`src/tsa_pkg.sv`:
```
// Package for the time span arithmetic unit: word types, stage records,
// normalization constants and the seconds-of-day helper. No dependencies.
`default_nettype none

package tsa_pkg;

   // Day range used for saturation; the ports always carry 32-bit days.
   localparam int DAY_BITS = 32;
   localparam int LIM_BITS = (DAY_BITS < 32) ? DAY_BITS : 32;

   // Time unit constants.
   localparam int SECS_PER_MIN  = 60;
   localparam int MINS_PER_HOUR = 60;
   localparam int SECS_PER_HOUR = 3600;
   localparam int SECS_PER_DAY  = 86400;

   // Internal widths.
   localparam int SOD_W  = 17;          // seconds of day, up to 31:63:63
   localparam int OPD_W  = 33;          // signed seconds operand
   localparam int SUM_W  = 33;          // biased seconds sum, never negative
   localparam int XS_W   = SUM_W + 1;   // signed width for the biased sum
   localparam int DSUM_W = 33;          // sum or difference of two days
   localparam int DAYF_W = 35;          // day after carry, before saturation
   localparam int Q_W    = 17;          // day quotient of the biased sum
   localparam int R0_W   = 18;          // remainder before its correction
   localparam int HOUR_W = 5;
   localparam int MIN_W  = 6;
   localparam int SEC_W  = 6;
   localparam int TM_W   = 11;          // total minutes of a day

   // The biased sum is always non-negative, which makes floor division plain.
   localparam int DAY_BIAS = 24857;
   localparam logic [XS_W-1:0] SOD_BIAS = XS_W'(64'(DAY_BIAS) * 64'(SECS_PER_DAY));

   // Division by 86400 is a shift by 7 and a reciprocal multiply by 1/675.
   localparam int DIV_PRE_SHIFT = 7;
   localparam int RECIP_SHIFT   = 36;
   localparam int RECIP_W       = 27;
   localparam int Y_W           = SUM_W - DIV_PRE_SHIFT;
   localparam int DP_W          = Y_W + RECIP_W;
   localparam logic [RECIP_W-1:0] RECIP_DAY =
      RECIP_W'((64'd1 << RECIP_SHIFT) / 64'(SECS_PER_DAY >> DIV_PRE_SHIFT));

   // Exact reciprocals for hours (shift 4, then 1/225) and minutes (shift 2, then 1/15).
   localparam int HOUR_PRE   = 4;
   localparam int HOUR_SHIFT = 20;
   localparam int HOUR_RECIP = 4661;
   localparam int HP_W       = 26;
   localparam int MIN_PRE    = 2;
   localparam int MIN_SHIFT  = 19;
   localparam int MIN_RECIP  = 34953;
   localparam int MP_W       = 31;

   // Saturation limits of the result day.
   localparam logic signed [DAYF_W-1:0] DAY_MAX =
      (DAYF_W'(1) <<< (LIM_BITS - 1)) - DAYF_W'(1);
   localparam logic signed [DAYF_W-1:0] DAY_MIN = ~DAY_MAX;

   // Operation codes.
   typedef enum logic [2:0] {
      FUNC_ADD_SPAN = 3'd0,
      FUNC_SUB_SPAN = 3'd1,
      FUNC_ADD_SEC  = 3'd2,
      FUNC_SUB_SEC  = 3'd3,
      FUNC_COMPARE  = 3'd4
   } func_type;

   // Input word.
   typedef struct packed {
      logic        [2:0]  func;
      logic signed [31:0] a_day;
      logic        [4:0]  a_hour;
      logic        [5:0]  a_minute;
      logic        [5:0]  a_second;
      logic signed [31:0] b_day;
      logic        [4:0]  b_hour;
      logic        [5:0]  b_minute;
      logic        [5:0]  b_second;
      logic signed [31:0] delta_seconds;
   } req_word_type;

   // Result word.
   typedef struct packed {
      logic signed [31:0] res_day;
      logic        [4:0]  res_hour;
      logic        [5:0]  res_minute;
      logic        [5:0]  res_second;
      logic               is_equal;
      logic               is_greater;
      logic               is_less;
      logic               overflow;
   } rsp_word_type;

   // Operation class that travels down the pipeline.
   typedef struct packed {
      logic arith;
      logic cmp;
      logic sub;
   } op_ctl_type;

   // Front end to divider: day sum and biased seconds sum.
   typedef struct packed {
      op_ctl_type               ctl;
      logic signed [DSUM_W-1:0] day_sum;
      logic        [SUM_W-1:0]  x;
   } sum_type;

   // Divider to splitter: carried day and seconds of day.
   typedef struct packed {
      op_ctl_type               ctl;
      logic signed [DAYF_W-1:0] day_full;
      logic        [SOD_W-1:0]  rem;
   } norm_type;

   // Seconds of day of hours, minutes and seconds as given.
   function automatic logic [SOD_W-1:0] span_sod(input logic [4:0] h,
                                                 input logic [5:0] m,
                                                 input logic [5:0] s);
      logic [SOD_W-1:0] acc;
      acc = SOD_W'(h) * SOD_W'(SECS_PER_HOUR) + SOD_W'(m) * SOD_W'(SECS_PER_MIN)
          + SOD_W'(s);
      return acc;
   endfunction

endpackage

`default_nettype wire

```
`src/time_span_arithmetic_unit.sv`:
```
// Channel   Direction  Word type      Handshake
// req_      in         req_word_type  req_valid / req_stall
// rsp_      out        rsp_word_type  rsp_valid / rsp_stall
//
// Eight register stages: two in the front end, three in the floor divider by
// 86400, three in the back end; one word enters per cycle while the first stage
// is not held. Reset clears only the stage valid bits. A stall holds a stage only
// while it is full, so empty stages still take words during a stall.
// Top level of the time span unit. Depends on tsa_pkg, tsa_front, tsa_divider
// and tsa_split.
`default_nettype none

module time_span_arithmetic_unit import tsa_pkg::*; (
   input  wire logic         clock,
   input  wire logic         reset,
   input  wire logic         req_valid,
   output logic              req_stall,
   input  wire req_word_type req_word,
   output logic              rsp_valid,
   input  wire logic         rsp_stall,
   output rsp_word_type      rsp_word
);

   logic     sum_valid, sum_stall;
   sum_type  sum_word;
   logic     norm_valid, norm_stall;
   norm_type norm_word;

   // Operand selection and adders.
   tsa_front u_front (
      .clock     (clock),
      .reset     (reset),
      .in_valid  (req_valid),
      .in_stall  (req_stall),
      .in_word   (req_word),
      .out_valid (sum_valid),
      .out_stall (sum_stall),
      .out_word  (sum_word)
   );

   // Floor division into days and seconds of day.
   tsa_divider u_divider (
      .clock     (clock),
      .reset     (reset),
      .in_valid  (sum_valid),
      .in_stall  (sum_stall),
      .in_word   (sum_word),
      .out_valid (norm_valid),
      .out_stall (norm_stall),
      .out_word  (norm_word)
   );

   // Saturation, flags and hour, minute, second split.
   tsa_split u_split (
      .clock     (clock),
      .reset     (reset),
      .in_valid  (norm_valid),
      .in_stall  (norm_stall),
      .in_word   (norm_word),
      .out_valid (rsp_valid),
      .out_stall (rsp_stall),
      .out_word  (rsp_word)
   );

endmodule

`default_nettype wire

```
`src/tsa_front.sv`:
```
// Front end of the time span unit: operand selection and the two adders.
// Depends on tsa_pkg.
`default_nettype none

module tsa_front import tsa_pkg::*; (
   input  wire logic         clock,
   input  wire logic         reset,
   input  wire logic         in_valid,
   output logic              in_stall,
   input  wire req_word_type in_word,
   output logic              out_valid,
   input  wire logic         out_stall,
   output sum_type           out_word
);

   typedef struct packed {
      op_ctl_type              ctl;
      logic signed [31:0]      a_day;
      logic signed [31:0]      opd_day;
      logic        [SOD_W-1:0] a_sod;
      logic signed [OPD_W-1:0] opd_sod;
   } opnd_type;

   opnd_type s1_in, s1_ff;
   sum_type  s2_in, s2_ff;
   logic     s1_valid_ff, s2_valid_ff;
   logic     hold1, hold2;

   logic signed [XS_W-1:0] sod_a, sod_o, xs;

   // A stage holds only when it is full and the stage after it holds.
   assign hold2    = s2_valid_ff && out_stall;
   assign hold1    = s1_valid_ff && hold2;
   assign in_stall = hold1;

   // Stage 1: seconds of day of both spans and choice of the second operand.
   always_comb begin
      s1_in.ctl.arith = in_word.func inside {FUNC_ADD_SPAN, FUNC_SUB_SPAN,
                                             FUNC_ADD_SEC, FUNC_SUB_SEC};
      s1_in.ctl.cmp   = (in_word.func == FUNC_COMPARE);
      s1_in.ctl.sub   = in_word.func inside {FUNC_SUB_SPAN, FUNC_SUB_SEC, FUNC_COMPARE};
      s1_in.a_day     = in_word.a_day;
      s1_in.a_sod     = span_sod(in_word.a_hour, in_word.a_minute, in_word.a_second);
      if (in_word.func inside {FUNC_ADD_SEC, FUNC_SUB_SEC}) begin
         s1_in.opd_day = '0;
         s1_in.opd_sod = OPD_W'(in_word.delta_seconds);
      end else begin
         s1_in.opd_day = in_word.b_day;
         s1_in.opd_sod = $signed(OPD_W'(span_sod(in_word.b_hour, in_word.b_minute,
                                                 in_word.b_second)));
      end
   end

   // Stage 2: day sum and biased seconds sum.
   always_comb begin
      sod_a = $signed(XS_W'(s1_ff.a_sod));
      sod_o = XS_W'(s1_ff.opd_sod);
      s2_in.ctl = s1_ff.ctl;
      if (s1_ff.ctl.sub) begin
         s2_in.day_sum = DSUM_W'(s1_ff.a_day) - DSUM_W'(s1_ff.opd_day);
         xs            = sod_a - sod_o + $signed(SOD_BIAS);
      end else begin
         s2_in.day_sum = DSUM_W'(s1_ff.a_day) + DSUM_W'(s1_ff.opd_day);
         xs            = sod_a + sod_o + $signed(SOD_BIAS);
      end
      s2_in.x = xs[SUM_W-1:0];
   end

   // Valid bits.
   always_ff @(posedge clock) begin
      if (reset) begin
         s1_valid_ff <= 1'b0;
         s2_valid_ff <= 1'b0;
      end else begin
         if (!hold1) s1_valid_ff <= in_valid;
         if (!hold2) s2_valid_ff <= s1_valid_ff;
      end
   end

   // Stage registers.
   always_ff @(posedge clock) begin
      if (!hold1 && in_valid) s1_ff <= s1_in;
      if (!hold2 && s1_valid_ff) s2_ff <= s2_in;
   end

   assign out_valid = s2_valid_ff;
   assign out_word  = s2_ff;

endmodule

`default_nettype wire

```
`src/tsa_divider.sv`:
```
// Floor division of the biased seconds sum by 86400 over three stages:
// reciprocal estimate, remainder, correction and day carry. Depends on tsa_pkg.
`default_nettype none

module tsa_divider import tsa_pkg::*; (
   input  wire logic    clock,
   input  wire logic    reset,
   input  wire logic    in_valid,
   output logic         in_stall,
   input  wire sum_type in_word,
   output logic         out_valid,
   input  wire logic    out_stall,
   output norm_type     out_word
);

   typedef struct packed {
      op_ctl_type               ctl;
      logic signed [DSUM_W-1:0] day_sum;
      logic        [SUM_W-1:0]  x;
      logic        [Q_W-1:0]    q_est;
   } est_type;

   typedef struct packed {
      op_ctl_type               ctl;
      logic signed [DSUM_W-1:0] day_sum;
      logic        [Q_W-1:0]    q_est;
      logic        [R0_W-1:0]   r0;
   } rem_type;

   est_type  s3_in, s3_ff;
   rem_type  s4_in, s4_ff;
   norm_type s5_in, s5_ff;
   logic     s3_valid_ff, s4_valid_ff, s5_valid_ff;
   logic     hold3, hold4, hold5;

   logic [DP_W-1:0]  dprod;
   logic [SUM_W-1:0] r0_full;
   logic [Q_W-1:0]   q_fix;

   assign hold5    = s5_valid_ff && out_stall;
   assign hold4    = s4_valid_ff && hold5;
   assign hold3    = s3_valid_ff && hold4;
   assign in_stall = hold3;

   // Stage 3: quotient estimate, equal to the true quotient or one below.
   always_comb begin
      dprod         = DP_W'(in_word.x[SUM_W-1:DIV_PRE_SHIFT]) * DP_W'(RECIP_DAY);
      s3_in.ctl     = in_word.ctl;
      s3_in.day_sum = in_word.day_sum;
      s3_in.x       = in_word.x;
      s3_in.q_est   = dprod[RECIP_SHIFT +: Q_W];
   end

   // Stage 4: remainder of the estimate, below twice a day.
   always_comb begin
      r0_full       = s3_ff.x - SUM_W'(s3_ff.q_est) * SUM_W'(SECS_PER_DAY);
      s4_in.ctl     = s3_ff.ctl;
      s4_in.day_sum = s3_ff.day_sum;
      s4_in.q_est   = s3_ff.q_est;
      s4_in.r0      = r0_full[R0_W-1:0];
   end

   // Stage 5: one correction step, then carry the quotient into the day.
   always_comb begin
      s5_in.ctl = s4_ff.ctl;
      if (s4_ff.r0 >= R0_W'(SECS_PER_DAY)) begin
         q_fix     = s4_ff.q_est + Q_W'(1);
         s5_in.rem = SOD_W'(s4_ff.r0 - R0_W'(SECS_PER_DAY));
      end else begin
         q_fix     = s4_ff.q_est;
         s5_in.rem = s4_ff.r0[SOD_W-1:0];
      end
      s5_in.day_full = DAYF_W'(s4_ff.day_sum) + $signed(DAYF_W'(q_fix))
                     - DAYF_W'(DAY_BIAS);
   end

   // Valid bits.
   always_ff @(posedge clock) begin
      if (reset) begin
         s3_valid_ff <= 1'b0;
         s4_valid_ff <= 1'b0;
         s5_valid_ff <= 1'b0;
      end else begin
         if (!hold3) s3_valid_ff <= in_valid;
         if (!hold4) s4_valid_ff <= s3_valid_ff;
         if (!hold5) s5_valid_ff <= s4_valid_ff;
      end
   end

   // Stage registers.
   always_ff @(posedge clock) begin
      if (!hold3 && in_valid) s3_ff <= s3_in;
      if (!hold4 && s3_valid_ff) s4_ff <= s4_in;
      if (!hold5 && s4_valid_ff) s5_ff <= s5_in;
   end

   assign out_valid = s5_valid_ff;
   assign out_word  = s5_ff;

`ifndef SYNTHESIS
   // The estimate is never more than one below the quotient.
   a_r0_range: assert property (@(posedge clock) disable iff (reset)
      s4_valid_ff |-> (s4_ff.r0 < R0_W'(2 * SECS_PER_DAY)))
      else $error("divider remainder estimate out of range");

   // After correction the remainder is a proper seconds of day.
   a_rem_range: assert property (@(posedge clock) disable iff (reset)
      s5_valid_ff |-> (s5_ff.rem < SOD_W'(SECS_PER_DAY)))
      else $error("divider remainder not below one day");
`endif

endmodule

`default_nettype wire

```
`src/tsa_split.sv`:
```
// Back end of the time span unit: saturation, compare flags and the split of
// seconds of day into hours, minutes and seconds. Depends on tsa_pkg.
`default_nettype none

module tsa_split import tsa_pkg::*; (
   input  wire logic     clock,
   input  wire logic     reset,
   input  wire logic     in_valid,
   output logic          in_stall,
   input  wire norm_type in_word,
   output logic          out_valid,
   input  wire logic     out_stall,
   output rsp_word_type  out_word
);

   typedef struct packed {
      logic signed [31:0]      day;
      logic        [SOD_W-1:0] rem;
      logic                    ovf;
      logic                    eq;
      logic                    gt;
      logic                    lt;
   } sat_type;

   typedef struct packed {
      logic signed [31:0]       day;
      logic        [SOD_W-1:0]  rem;
      logic        [HOUR_W-1:0] hour;
      logic        [TM_W-1:0]   tm;
      logic                     ovf;
      logic                     eq;
      logic                     gt;
      logic                     lt;
   } hms_type;

   sat_type      s6_in, s6_ff;
   hms_type      s7_in, s7_ff;
   rsp_word_type s8_in, s8_ff;
   logic         s6_valid_ff, s7_valid_ff, s8_valid_ff;
   logic         hold6, hold7, hold8;

   logic [HP_W-1:0]  hprod;
   logic [MP_W-1:0]  mprod;
   logic [TM_W-1:0]  m_full;
   logic [SOD_W-1:0] s_full;

   assign hold8    = s8_valid_ff && out_stall;
   assign hold7    = s7_valid_ff && hold8;
   assign hold6    = s6_valid_ff && hold7;
   assign in_stall = hold6;

   // Stage 6: saturate arithmetic results; a compare reads the sign of A minus B.
   always_comb begin
      s6_in = '0;
      if (in_word.ctl.arith) begin
         if (in_word.day_full > DAY_MAX) begin
            s6_in.day = 32'(DAY_MAX);
            s6_in.rem = SOD_W'(SECS_PER_DAY - 1);
            s6_in.ovf = 1'b1;
         end else if (in_word.day_full < DAY_MIN) begin
            s6_in.day = 32'(DAY_MIN);
            s6_in.rem = '0;
            s6_in.ovf = 1'b1;
         end else begin
            s6_in.day = in_word.day_full[31:0];
            s6_in.rem = in_word.rem;
         end
      end else if (in_word.ctl.cmp) begin
         s6_in.eq = (in_word.day_full == '0) && (in_word.rem == '0);
         s6_in.lt = in_word.day_full[DAYF_W-1];
         s6_in.gt = !in_word.day_full[DAYF_W-1] && !s6_in.eq;
      end
   end

   // Stage 7: hours and total minutes by exact reciprocal multiplies.
   always_comb begin
      hprod      = HP_W'(s6_ff.rem[SOD_W-1:HOUR_PRE]) * HP_W'(HOUR_RECIP);
      mprod      = MP_W'(s6_ff.rem[SOD_W-1:MIN_PRE]) * MP_W'(MIN_RECIP);
      s7_in.day  = s6_ff.day;
      s7_in.rem  = s6_ff.rem;
      s7_in.hour = hprod[HOUR_SHIFT +: HOUR_W];
      s7_in.tm   = mprod[MIN_SHIFT +: TM_W];
      s7_in.ovf  = s6_ff.ovf;
      s7_in.eq   = s6_ff.eq;
      s7_in.gt   = s6_ff.gt;
      s7_in.lt   = s6_ff.lt;
   end

   // Stage 8: minutes within the hour and seconds within the minute.
   always_comb begin
      m_full           = s7_ff.tm - TM_W'(s7_ff.hour) * TM_W'(MINS_PER_HOUR);
      s_full           = s7_ff.rem - SOD_W'(s7_ff.tm) * SOD_W'(SECS_PER_MIN);
      s8_in.res_day    = s7_ff.day;
      s8_in.res_hour   = s7_ff.hour;
      s8_in.res_minute = m_full[MIN_W-1:0];
      s8_in.res_second = s_full[SEC_W-1:0];
      s8_in.is_equal   = s7_ff.eq;
      s8_in.is_greater = s7_ff.gt;
      s8_in.is_less    = s7_ff.lt;
      s8_in.overflow   = s7_ff.ovf;
   end

   // Valid bits.
   always_ff @(posedge clock) begin
      if (reset) begin
         s6_valid_ff <= 1'b0;
         s7_valid_ff <= 1'b0;
         s8_valid_ff <= 1'b0;
      end else begin
         if (!hold6) s6_valid_ff <= in_valid;
         if (!hold7) s7_valid_ff <= s6_valid_ff;
         if (!hold8) s8_valid_ff <= s7_valid_ff;
      end
   end

   // Stage registers; stage 8 is the output register.
   always_ff @(posedge clock) begin
      if (!hold6 && in_valid) s6_ff <= s6_in;
      if (!hold7 && s6_valid_ff) s7_ff <= s7_in;
      if (!hold8 && s7_valid_ff) s8_ff <= s8_in;
   end

   assign out_valid = s8_valid_ff;
   assign out_word  = s8_ff;

`ifndef SYNTHESIS
   // At most one compare flag is ever raised.
   a_flags_onehot: assert property (@(posedge clock) disable iff (reset)
      s8_valid_ff |-> $onehot0({s8_ff.is_equal, s8_ff.is_greater, s8_ff.is_less}))
      else $error("more than one compare flag set");

   // Overflow and compare flags never come together.
   a_ovf_no_flags: assert property (@(posedge clock) disable iff (reset)
      (s8_valid_ff && s8_ff.overflow) |->
         !(s8_ff.is_equal || s8_ff.is_greater || s8_ff.is_less))
      else $error("overflow raised on a compare");

   // The split always gives a normalized time of day.
   a_hms_range: assert property (@(posedge clock) disable iff (reset)
      s8_valid_ff |-> (s8_ff.res_hour < HOUR_W'(24) && s8_ff.res_minute < MIN_W'(60)
                       && s8_ff.res_second < SEC_W'(60)))
      else $error("result time of day not normalized");
`endif

endmodule

`default_nettype wire

```
`config.mk`:
```
export PLATFORM = sky130hd
export DESIGN_NAME = time_span_arithmetic_unit
export DESIGN_NICKNAME = d
export VERILOG_FILES = /design/src/tsa_pkg.sv /design/src/time_span_arithmetic_unit.sv /design/src/tsa_front.sv /design/src/tsa_divider.sv /design/src/tsa_split.sv
export SDC_FILE = /design/constraint.sdc
export NUM_CORES = 2
export LEC_CHECK = 0
export ABC_AREA = 1
export BUFFER_PORTS_ARGS = -buffer_cell sky130_fd_sc_hd__buf_2
export CAP_MARGIN = 0
export CELL_PAD_IN_SITES_DETAIL_PLACEMENT = 0
export CELL_PAD_IN_SITES_GLOBAL_PLACEMENT = 1
export CORE_MARGIN = 2
export CORE_UTILIZATION = 35
export DETAILED_ROUTE_END_ITERATION = 8
export GPL_TIMING_DRIVEN = 0
export PLACE_DENSITY = 0.59
export RECOVER_POWER = 50
export SYNTH_ARGS = -nofsm -noshare
export SYNTH_HDL_FRONTEND = slang
export SYNTH_HIERARCHICAL = 1
export SYNTH_SLANG_ARGS = --single-unit
```
`constraint.sdc`:
```
create_clock -name clock -period 13.12 [get_ports clock]
set_input_delay 2.624 -clock clock [delete_from_list [all_inputs] [get_ports clock]]
set_output_delay 2.624 -clock clock [all_outputs]
set_load 0.01 [all_outputs]
```
==> metrics.yaml <==
syn_nets: 6607
final_cell_mix: "inv_1, nand2_1, ha_1"
multiInputGateArea_um2: 27500
rsz0062_at_grt: "false"
ctsHoldBuffers: 0
crit_path_cell_trace: "clkbuf_1 -> nand2_1 -> nor2_1 -> inv_1 -> nor2_1 -> nand2_1 -> nor2_1 -> inv_1 -> nor2_1 -> nand2_1 -> nor2_1 -> buf_2"
crit_slowest_cell: "nor2_1"
dp_hpwl_um: 106000
dieArea_um2: 141000
grt_overflow: 0
io_buffers: 191
syn_inst: 5446
num_rows: 136
cp_max_fo: 4
hold_viol_final: 0
grt_usage_pct: 18.1
worstPathArrival_ns: 4.61
die_height_um: 375
dieWidth_um: 375
grt_start_max_net_pins: 79
maxSlewHeadroom_pct: -67.4
fmax_mhz: 138
fill_cells: 14109
antenna_found_initial: 11
wirelength_um: 125000
outcome: "finished with violations"
nets: 6877
design.core.area_um2: 137000
period_needed_ns: 7.23
violations: "max-capacitance violations, max-slew violations"
initial_utilization_pct: 35.2
cts.sinks: 545
slew_violations: 120
layout_commonest_cell: "inv_1"
grt_pass1_vias: 36483
cts_htree_levels: 3
postCtsSetupBuffers: 0
drt_iter0_markers: 1743
post_cts_resized: 0
cpPeakStageDelay_ns: 0.43
wl_per_cell_um: 16.6
clock_latency_ns: 0.66
startpoint_type: "input pin"
cts_inserted_buffers: 66
via_per_inst: 4.67
crit_type: "input pin to output port"
path_clk_slew_ns: 0.06
regArea_um2: 16300
max_cap_violations: 4
worstHoldStart: "u_divider/s3_ff[59]$_DFFE_PP_"
vias: 35288
drc: 0
required_ns: 10.50
yosys_warnings: 6
firstDrtPassIters: 5
r2r_start: "u_front/out_word[15]$_DFFE_PP_"
drive_gt1_share_pct: 6.00
ant_nets: 0
endpoint_kind: "output port"
place_congestion: 0.861
tritoncts: "yes"
min_path_type: "flip-flop to flip-flop"
synthToLayoutAreaGrowth_pct: 11.4
ios: 192
finalSetupViolCount: 0
root_buffer: "clkbuf_16"
crit_top_cell: "nor2_1"
place_ws_ns: 5.74
synthesis.area_um2: 48300
grt_pass1_wl_um: 200000
worst_slack_ns: 5.89
clock_skew_ns: 0.0342
setup_tns_ns: 0
startpoint: "rsp_stall"
fin_crit_sh_pct: 55.1
syn_area_per_cell_um2: 8.86
tightest_slew_ns: 2.51
clock_path_buffers: 3
-- through the flow --
| stage | hold WS (ns) | cells | util [%] | area (um2) |
|---|---|---|---|---|
| 2_1_floorplan | 0.400 | 5446 | - | 48300 |
| 3_3_place_gp | 0.403 | 7431 | 37.5 | 51500 |
| 3_5_place_dp | 0.405 | 7442 | 37.7 | 51800 |
| 4_1_cts | 0.395 | 7563 | 39.3 | 53900 |
| 5_1_grt | 0.408 | 7563 | 39.2 | 53800 |
| 6_report | 0.394 | 7564 | 39.2 | 53800 |
-- final cells by class --
cell class / count / share of cell area (%)
Multi-Input combinational cell: 3734 / 51.2
Buffer: 33 / 0.265
Clock inverter: 28 / 0.740
Antenna cell: 1 / 0.00466
Sequential cell: 545 / 30.3
Timing Repair Buffer: 202 / 2.05
Clock buffer: 93 / 3.30
Tap cell: 1794 / 4.18
Inverter: 1134 / 7.93
-- routing by layer --
layer  global-route usage, %  wire length (um)
met1                    23.7             57900
met5                       0                42
met4                    4.62              3070
met2                    31.8             60700
met3                    2.11              3630
-- path summary, 6_finish.rpt --
path	depth (start not counted)	slack [ns]	endpoint
worst max-delay path	12	5.89	req_stall
worst min-delay path	0	0.39	u_divider/s4_ff[44]$_DFFE_PP_
worst max register to register	20	6.75	u_divider/s3_ff[7]$_DFFE_PP_
worst min register to register	0	0.39	u_divider/s4_ff[44]$_DFFE_PP_
-- worst max-delay path: cells and delay by family --
| family | cells | cell delay [ns] |
|---|---|---|
| buffers and inverters | 4 | 0.57 |
| and+or+nand+nor | 8 | 1.40 |
-- sequential cells by signal, indices dropped and copies added, names as in the netlist, 53 cells and up --
name and count:
u_divider/s4_ff 70, u_split/s7_ff 53, u_divider/s3_ff 70, u_divider/out_word 54, u_front/out_word 68, u_split/out_word 53
u_front/s1_ff 116, u_split/s6_ff 53
Power is left out: the tool's default activity adds up to more than one toggle a clock period on the data nets, which glitch-free logic cannot reach.
